`src/design/uer_pkg.sv`:
```
// shared types and constants for the ultrasonic echo ranger
// no dependencies; imported by uer_distance, ultrasonic_echo_ranger, ranger_checker and the testbench
package uer_pkg;

   localparam int ECHO_COUNT_BITS_DEF = 16;

   localparam int INTERVAL_BITS = 20;
   localparam int TRIG_BITS     = 8;
   localparam int PULSE_BITS    = 9;
   localparam int DIST_BITS     = 11;
   localparam int STATUS_BITS   = 2;
   localparam int CSR_IDX_BITS  = 2;
   localparam int CSR_DATA_BITS = 20;
   localparam int REQ_DATA_BITS = 8;
   localparam int RSP_DATA_BITS = 16;

   // 0.017 cm per tick in unsigned q0.16
   localparam int DIST_SCALE      = 1114;
   localparam int DIST_SCALE_BITS = 11;
   localparam int DIST_FRAC_BITS  = 16;
   localparam logic [DIST_BITS-1:0] DIST_MAX = '1;

   localparam logic [INTERVAL_BITS-1:0] MIN_INTERVAL_RST = 20'd60000;
   localparam logic [TRIG_BITS-1:0]     TRIG_HIGH_RST    = 8'd10;
   localparam logic [TRIG_BITS-1:0]     SETTLE_LOW_RST   = 8'd5;

   localparam logic [CSR_IDX_BITS-1:0] CSR_MIN_INTERVAL = 2'd0;
   localparam logic [CSR_IDX_BITS-1:0] CSR_TRIG_HIGH    = 2'd1;
   localparam logic [CSR_IDX_BITS-1:0] CSR_SETTLE_LOW   = 2'd2;

   localparam logic [STATUS_BITS-1:0] STATUS_IDLE  = 2'd0;
   localparam logic [STATUS_BITS-1:0] STATUS_BUSY  = 2'd1;
   localparam logic [STATUS_BITS-1:0] STATUS_MEAS  = 2'd2;

   typedef enum logic [1:0] {
      PH_IDLE  = 2'd0,
      PH_AWAIT = 2'd1,
      PH_MEAS  = 2'd2,
      PH_PULSE = 2'd3
   } phase_type;

endpackage

```
`src/design/uer_distance.sv`:
```
// echo width to distance: count * 1114 >> 16, saturated to the 11 bit range
// depends on uer_pkg
module uer_distance #(
   parameter int ECHO_COUNT_BITS = uer_pkg::ECHO_COUNT_BITS_DEF
) (
   input  logic [ECHO_COUNT_BITS-1:0] echo_count,
   output logic [uer_pkg::DIST_BITS-1:0] distance
);
   import uer_pkg::*;

   localparam int PW = ECHO_COUNT_BITS + DIST_SCALE_BITS;
   localparam int QW = PW - DIST_FRAC_BITS;
   localparam int SW = (QW > DIST_BITS) ? QW : DIST_BITS;

   logic [PW-1:0] product;
   logic [SW-1:0] quotient;

   assign product  = PW'(echo_count) * PW'(DIST_SCALE);
   assign quotient = SW'(product >> DIST_FRAC_BITS);
   assign distance = (quotient > SW'(DIST_MAX)) ? DIST_MAX : quotient[DIST_BITS-1:0];

endmodule

```
`src/design/ultrasonic_echo_ranger.sv`:
```
// Ultrasonic echo ranger, top level. One req word is one microsecond tick of the echo pin
// plus a start flag; every accepted word yields exactly one rsp word in the next cycle,
// and a new word is taken on every cycle. The only stall is a full result register with
// rsp_tready low. A start while idle, once min_interval_ticks have passed since the last
// measurement, drives the trigger low for settle_low_ticks, high for trigger_high_ticks,
// then low; the echo high time is counted (saturating) and on its fall the distance
// (count * 1114) >> 16 cm is reported with measure_done set.
// depends on uer_pkg and uer_distance
module ultrasonic_echo_ranger #(
   parameter int ECHO_COUNT_BITS = uer_pkg::ECHO_COUNT_BITS_DEF
) (
   input  logic clock,
   input  logic reset,
   input  logic req_tvalid,
   output logic req_tready,
   input  logic [uer_pkg::REQ_DATA_BITS-1:0] req_tdata, // echo_level, start_request
   output logic rsp_tvalid,
   input  logic rsp_tready,
   // trigger_level, phase_status[1:0], distance_cm[10:0], measure_done
   output logic [uer_pkg::RSP_DATA_BITS-1:0] rsp_tdata,
   input  logic csr_we,
   input  logic [uer_pkg::CSR_IDX_BITS-1:0] csr_index,
   input  logic [uer_pkg::CSR_DATA_BITS-1:0] csr_wdata
);
   import uer_pkg::*;

   localparam logic [ECHO_COUNT_BITS-1:0] ECHO_MAX = '1;
   localparam logic [INTERVAL_BITS-1:0]   INTERVAL_MAX = '1;

   // configuration
   logic [INTERVAL_BITS-1:0] min_interval_ff;
   logic [TRIG_BITS-1:0]     trig_high_ff;
   logic [TRIG_BITS-1:0]     settle_low_ff;

   // measurement state
   phase_type                phase_ff, phase_in, phase_eff;
   logic [PULSE_BITS-1:0]    pulse_ff, pulse_in, pulse_eff;
   logic [ECHO_COUNT_BITS-1:0] echo_cnt_ff, echo_cnt_in;
   logic [INTERVAL_BITS-1:0] since_ff, since_in;
   logic [DIST_BITS-1:0]     dist_ff, dist_in;

   // result register
   logic                     rsp_valid_ff, rsp_valid_in;
   logic [RSP_DATA_BITS-1:0] rsp_data_ff;

   logic                     accept;
   logic                     echo_level, start_request;
   logic                     interval_ok;
   logic [PULSE_BITS-1:0]    pulse_total;
   logic [DIST_BITS-1:0]     dist_calc;
   logic                     trig_out;
   logic                     done_out;
   logic [STATUS_BITS-1:0]   status_out;

   assign echo_level    = req_tdata[0];
   assign start_request = req_tdata[1];

   assign req_tready = !rsp_valid_ff || rsp_tready;
   assign accept     = req_tvalid && req_tready;

   assign interval_ok = since_ff >= min_interval_ff;
   assign pulse_total = PULSE_BITS'(settle_low_ff) + PULSE_BITS'(trig_high_ff);

   uer_distance #(
      .ECHO_COUNT_BITS(ECHO_COUNT_BITS)
   ) u_distance (
      .echo_count(echo_cnt_ff),
      .distance  (dist_calc)
   );

   // a start is folded into this tick as pulse tick zero
   always_comb begin
      phase_eff = phase_ff;
      pulse_eff = pulse_ff;
      if (phase_ff == PH_IDLE && start_request && interval_ok) begin
         phase_eff = PH_PULSE;
         pulse_eff = '0;
      end
   end

   always_comb begin
      pulse_in = pulse_eff;
      if (phase_eff == PH_PULSE && pulse_eff < pulse_total) begin
         pulse_in = pulse_eff + 1'b1;
      end
   end

   // next state
   always_comb begin
      phase_in = phase_eff;
      case (phase_eff)
         PH_PULSE: begin
            if (pulse_in >= pulse_total) begin
               phase_in = PH_AWAIT;
            end
         end
         PH_AWAIT: begin
            if (echo_level) begin
               phase_in = PH_MEAS;
            end
         end
         PH_MEAS: begin
            if (!echo_level) begin
               phase_in = PH_IDLE;
            end
         end
         default: phase_in = phase_eff;
      endcase
   end

   // outputs and datapath
   always_comb begin
      trig_out    = 1'b0;
      done_out    = 1'b0;
      echo_cnt_in = echo_cnt_ff;
      dist_in     = dist_ff;
      since_in    = (since_ff == INTERVAL_MAX) ? since_ff : since_ff + 1'b1;
      case (phase_eff)
         PH_PULSE: begin
            trig_out = (pulse_eff >= PULSE_BITS'(settle_low_ff)) && (pulse_eff < pulse_total);
         end
         PH_AWAIT: begin
            if (echo_level) begin
               echo_cnt_in = ECHO_COUNT_BITS'(1);
            end
         end
         PH_MEAS: begin
            if (echo_level) begin
               if (echo_cnt_ff != ECHO_MAX) begin
                  echo_cnt_in = echo_cnt_ff + 1'b1;
               end
            end else begin
               dist_in  = dist_calc;
               done_out = 1'b1;
               since_in = '0;
            end
         end
         default: trig_out = 1'b0;
      endcase
      case (phase_in)
         PH_MEAS: status_out = STATUS_MEAS;
         PH_IDLE: status_out = STATUS_IDLE;
         default: status_out = STATUS_BUSY;
      endcase
   end

   always_comb begin
      rsp_valid_in = rsp_valid_ff;
      if (accept) begin
         rsp_valid_in = 1'b1;
      end else if (rsp_tready) begin
         rsp_valid_in = 1'b0;
      end
   end

   always_ff @(posedge clock) begin
      if (reset) begin
         min_interval_ff <= MIN_INTERVAL_RST;
         trig_high_ff    <= TRIG_HIGH_RST;
         settle_low_ff   <= SETTLE_LOW_RST;
      end else if (csr_we) begin
         case (csr_index)
            CSR_MIN_INTERVAL: min_interval_ff <= csr_wdata[INTERVAL_BITS-1:0];
            CSR_TRIG_HIGH:    trig_high_ff    <= csr_wdata[TRIG_BITS-1:0];
            CSR_SETTLE_LOW:   settle_low_ff   <= csr_wdata[TRIG_BITS-1:0];
            default:          min_interval_ff <= min_interval_ff;
         endcase
      end
   end

   always_ff @(posedge clock) begin
      if (reset) begin
         phase_ff     <= PH_IDLE;
         pulse_ff     <= '0;
         echo_cnt_ff  <= '0;
         since_ff     <= INTERVAL_MAX;
         dist_ff      <= '0;
         rsp_valid_ff <= 1'b0;
      end else begin
         rsp_valid_ff <= rsp_valid_in;
         if (accept) begin
            phase_ff    <= phase_in;
            pulse_ff    <= pulse_in;
            echo_cnt_ff <= echo_cnt_in;
            since_ff    <= since_in;
            dist_ff     <= dist_in;
         end
      end
   end

   always_ff @(posedge clock) begin
      if (accept) begin
         rsp_data_ff <= RSP_DATA_BITS'({done_out, dist_in, status_out, trig_out});
      end
   end

   assign rsp_tvalid = rsp_valid_ff;
   assign rsp_tdata  = rsp_data_ff;

   // a finished measurement leaves the block idle with the trigger low
   assert property (@(posedge clock) disable iff (reset)
      rsp_tvalid && rsp_tdata[14] |-> rsp_tdata[2:1] == STATUS_IDLE && !rsp_tdata[0])
      else $error("done word not idle");

   // trigger is only driven high during the pulse
   assert property (@(posedge clock) disable iff (reset)
      rsp_tvalid && rsp_tdata[0] |-> rsp_tdata[2:1] == STATUS_BUSY)
      else $error("trigger high outside pulse");

   // measuring always holds at least one echo tick
   assert property (@(posedge clock) disable iff (reset)
      phase_ff == PH_MEAS |-> echo_cnt_ff != '0)
      else $error("empty echo count while measuring");

   // end of a measurement restarts the interval count
   assert property (@(posedge clock) disable iff (reset)
      accept && done_out |=> since_ff == '0 && phase_ff == PH_IDLE)
      else $error("interval not restarted");

endmodule

```
`config.mk`:
```
export PLATFORM = sky130hd
export DESIGN_NAME = ultrasonic_echo_ranger
export DESIGN_NICKNAME = d
export VERILOG_FILES = /design/src/design/uer_pkg.sv /design/src/design/uer_distance.sv /design/src/design/ultrasonic_echo_ranger.sv
export SDC_FILE = /design/constraint.sdc
export NUM_CORES = 1
export LEC_CHECK = 0
export BUFFER_PORTS_ARGS = -buffer_cell sky130_fd_sc_hd__buf_4
export CAP_MARGIN = 20
export CORE_ASPECT_RATIO = 1.4
export CORE_UTILIZATION = 43
export DETAILED_ROUTE_END_ITERATION = 12
export SKIP_CTS_REPAIR_TIMING = 1
export SLEW_MARGIN = 40
export SYNTH_ARGS = -nofsm -noshare
export SYNTH_HDL_FRONTEND = slang
export SYNTH_HIERARCHICAL = 1
export SYNTH_SLANG_ARGS = --single-unit
```
`constraint.sdc`:
```
create_clock -name clock -period 5.3 [get_ports clock]
set_input_delay 1.06 -clock clock [delete_from_list [all_inputs] [get_ports clock]]
set_output_delay 1.06 -clock clock [all_outputs]
set_load 0.01 [all_outputs]
```
==> results.sh <==
export IMPL_outcome="completed"
export IMPL_nets=1268
export IMPL_leakage_nw=4.89
export IMPL_clk_path_buf_depth=2
export IMPL_hold_path_class="flop to flop"
export IMPL_grt_pass1_vias=6984
export IMPL_syn_area_per_cell_um2=8.88
export IMPL_ant_nets=0
export IMPL_netlist_area_um2=8820
export IMPL_fin_util_pct=49.6
export IMPL_worstSetupStartpointType="flop"
export IMPL_fmax_ghz=0.206
export IMPL_grt_overflow_total=0
export IMPL_synth_nets=1205
export IMPL_critical_path_endpoint_type="flop"
export IMPL_fin_crit_sh_pct=91.6
export IMPL_power_switching_w=0.000725
export IMPL_die_x_um=123
export IMPL_slew_headroom_pct=57.1
export IMPL_synth_enable_flop_cells=15
export IMPL_grt_setup_unrepaired="false"
export IMPL_cts_tree="done"
export IMPL_synth_seq_cells=110
export IMPL_synth_adder_area_share_pct=27.8
export IMPL_syn2layout_area_growth_pct=12.4
export IMPL_synth_area_top_cells="dfxtp_1 (22%), ha_1 (20%), fa_1 (7.7%), edfxtp_1 (5.1%), inv_1 (4.6%)"
export IMPL_dpl_hpwl_um=15400
export IMPL_finalHoldViolations=0
export IMPL_switching_share_pct=32.8
export IMPL_skew_ps=9.06
export IMPL_grt_pass1_wl_um=32900
export IMPL_ir_worst_vdd_mv=0.159
export IMPL_seqPwrFrac_pct=43.6
export IMPL_wl_um=19800
export IMPL_synth_top_cell_by_area="dfxtp_1"
export IMPL_drc=0
export IMPL_synth_top_family_by_area="adder cells"
export IMPL_drive_gt1_share_pct=13.6
export IMPL_synth_simple_area_share_pct=17.7
export IMPL_die_area_um2=21100
export IMPL_powerDensity_nw_per_um2=223
export IMPL_num_fill_cells=1973
export IMPL_synthCells=994
export IMPL_synth_common_cells="ha_1 (142), inv_1 (108), nand2_1 (102)"
export IMPL_path_class="flop to flop"
export IMPL_synth_xor_area_share_pct=4.07
export IMPL_clkPwrFrac_pct=31.8
export IMPL_insertion_delay_ps=360
export IMPL_synth_cell_type_count=80
export IMPL_period_needed_ps=4850
export IMPL_die_y_um=172
export IMPL_wl_per_cell_um=15.1
export IMPL_post_place_cells=1296
export IMPL_synth_seq_area_share_pct=26.7
export IMPL_tns_ps=0
export IMPL_core_area_um2=20000
export IMPL_gp_congestion=0.863
export IMPL_synthArstFlopShare_pct=0
export IMPL_synth_mux_area_share_pct=3.56
export IMPL_cts_buffers=9
export IMPL_drv_slew=0
export IMPL_viasPerCell=5.36
export IMPL_ys_warn_count=6
export IMPL_antenna_found_initial=0
export IMPL_clock_sinks=110
export IMPL_io_buffers=45
export IMPL_multi_input_area_um2=5960
export IMPL_rows=61
export IMPL_comb_power_share_pct=24.6
export IMPL_start_util_pct=44.1
export IMPL_path_max_fanout=6
export IMPL_cap_violations=0
export IMPL_register_area_um2=2350
export IMPL_internal_power_w=0.00148
export IMPL_ioPinCount=53
export IMPL_arrival_ps=5120
export IMPL_h_tree_depth=3
export IMPL_num_antenna_cells=0
export IMPL_drt_first_pass_iters=4
export IMPL_root_buffer="clkbuf_16"
export IMPL_cp_required_ps=5570
export IMPL_vias=7048
export IMPL_synth_most_common_cell="ha_1"
export IMPL_synthFlopType="dfxtp_1"
export IMPL_worstMarginPinSlew_ps=639
export IMPL_grt_max_degree=52
export IMPL_clk_pin_slew_ps=80
export IMPL_stdcell_count=1314
export IMPL_drtIter0Drc=283
export IMPL_setup_viol=0
export IMPL_grt_util_all_layers_pct=19.8
export IMPL_synth_top_cell_area_share_pct=21.6
export IMPL_synth_compound_area_share_pct=14.0
cell families after synthesis:
| logic type | Yosys count |
|---|---|
| compound gates | 198 |
| xor+xnor | 41 |
| fa+ha+maj | 176 |
| buf+inv | 136 |
| flops | 110 |
| mux | 30 |
| other cells | 1 |
| simple gates | 302 |
critical path, cell delays in order (launching register included):
cell and delay, ps:
dfxtp_1 330, ha_1 210, fa_1 410, a21o_1 180, a21oi_1 220, nor2b_1 70
o21a_1 180, o21ai_0 230, nand2b_1 80, a21oi_1 230, ha_1 180, nand4_1 120
o31ai_1 400, a21oi_4 110, a21oi_2 230, nor2_1 100, buf_4 160, a22o_1 180
ha_1 270, a21o_1 150, a21o_1 180, a21oi_1 130, o21ai_0 90, nor4b_1 150
nor4_1 190
placed cells by master (no fill, tap or decap), types with 11 or more instances in the layout:
cell      instances
nor3_1           15
o211ai_1         12
nand3_1          28
xnor2_1          19
edfxtp_1         15
a21oi_1          67
mux2i_1          19
a21o_1           12
buf_4            78
nor2_1           58
and2_1           13
nand4_1          23
o21ai_0          52
ha_1            142
inv_1           108
mux2_2           11
nand2_1         100
fa_1             34
xor2_1           22
dfxtp_1          95
final cells by class:
| cell class | instances | share of cell area [%] |
|---|---|---|
| clock buffer | 10 | 2.41 |
| tap | 252 | 3.18 |
| clock inverter | 6 | 0.580 |
| sequential | 110 | 23.7 |
| timing repair buffer | 78 | 5.90 |
| inverter | 110 | 4.16 |
| multi-input combinational | 748 | 60.1 |
layer usage:
metal,vias up,track usage [%],share of wire (%)
met3,24,2.55,2.5
met2,97,37.2,52
met4,0,6.23,1.7
li1,3612,-,-
met1,3315,23.0,44
met5,-,0,0
sequential cells by signal, summed over array words and instances (netlist names):
name,cells
min_interval_ff,20
dist_ff,11
echo_cnt_ff,16
since_ff,20
pulse_ff,9
trig_high_ff,8
settle_low_ff,8
phase_ff,2
rsp_tdata,15
rsp_tvalid,1
per-stage QoR:
stage                     setup WS (ps)  hold slack [ps]  instance area [um2]  power, W
after floorplan                     576              434                 8820   0.00137
after global placement              251              438                 9590   0.00152
after detailed placement            263              447                 9600   0.00152
after CTS                           220              459                 9900   0.00223
after global routing               22.0              474                 9920   0.00234
final                               446              457                 9920   0.00221
power by group through the flow:
stage / Combinational [W] / Clock (W) / Sequential [W]
after floorplan: 0.000395 / 0 / 0.000973
after global placement: 0.000534 / 0 / 0.000981
after detailed placement: 0.000541 / 0 / 0.000982
after CTS: 0.000545 / 0.000724 / 0.000963
after global routing: 0.000616 / 0.000758 / 0.000971
final: 0.000543 / 0.000702 / 0.000963
final timing paths:
check | from | end | slack, ps | depth (start not counted)
min | min_interval_ff[19] | min_interval_ff[19] | 460 | 2
max | settle_low_ff[0] | phase_ff[1] | 450 | 24
min reg2reg | min_interval_ff[19] | min_interval_ff[19] | 460 | 2
max reg2reg | settle_low_ff[0] | phase_ff[1] | 450 | 24
Power figures use the tool's default switching activity.
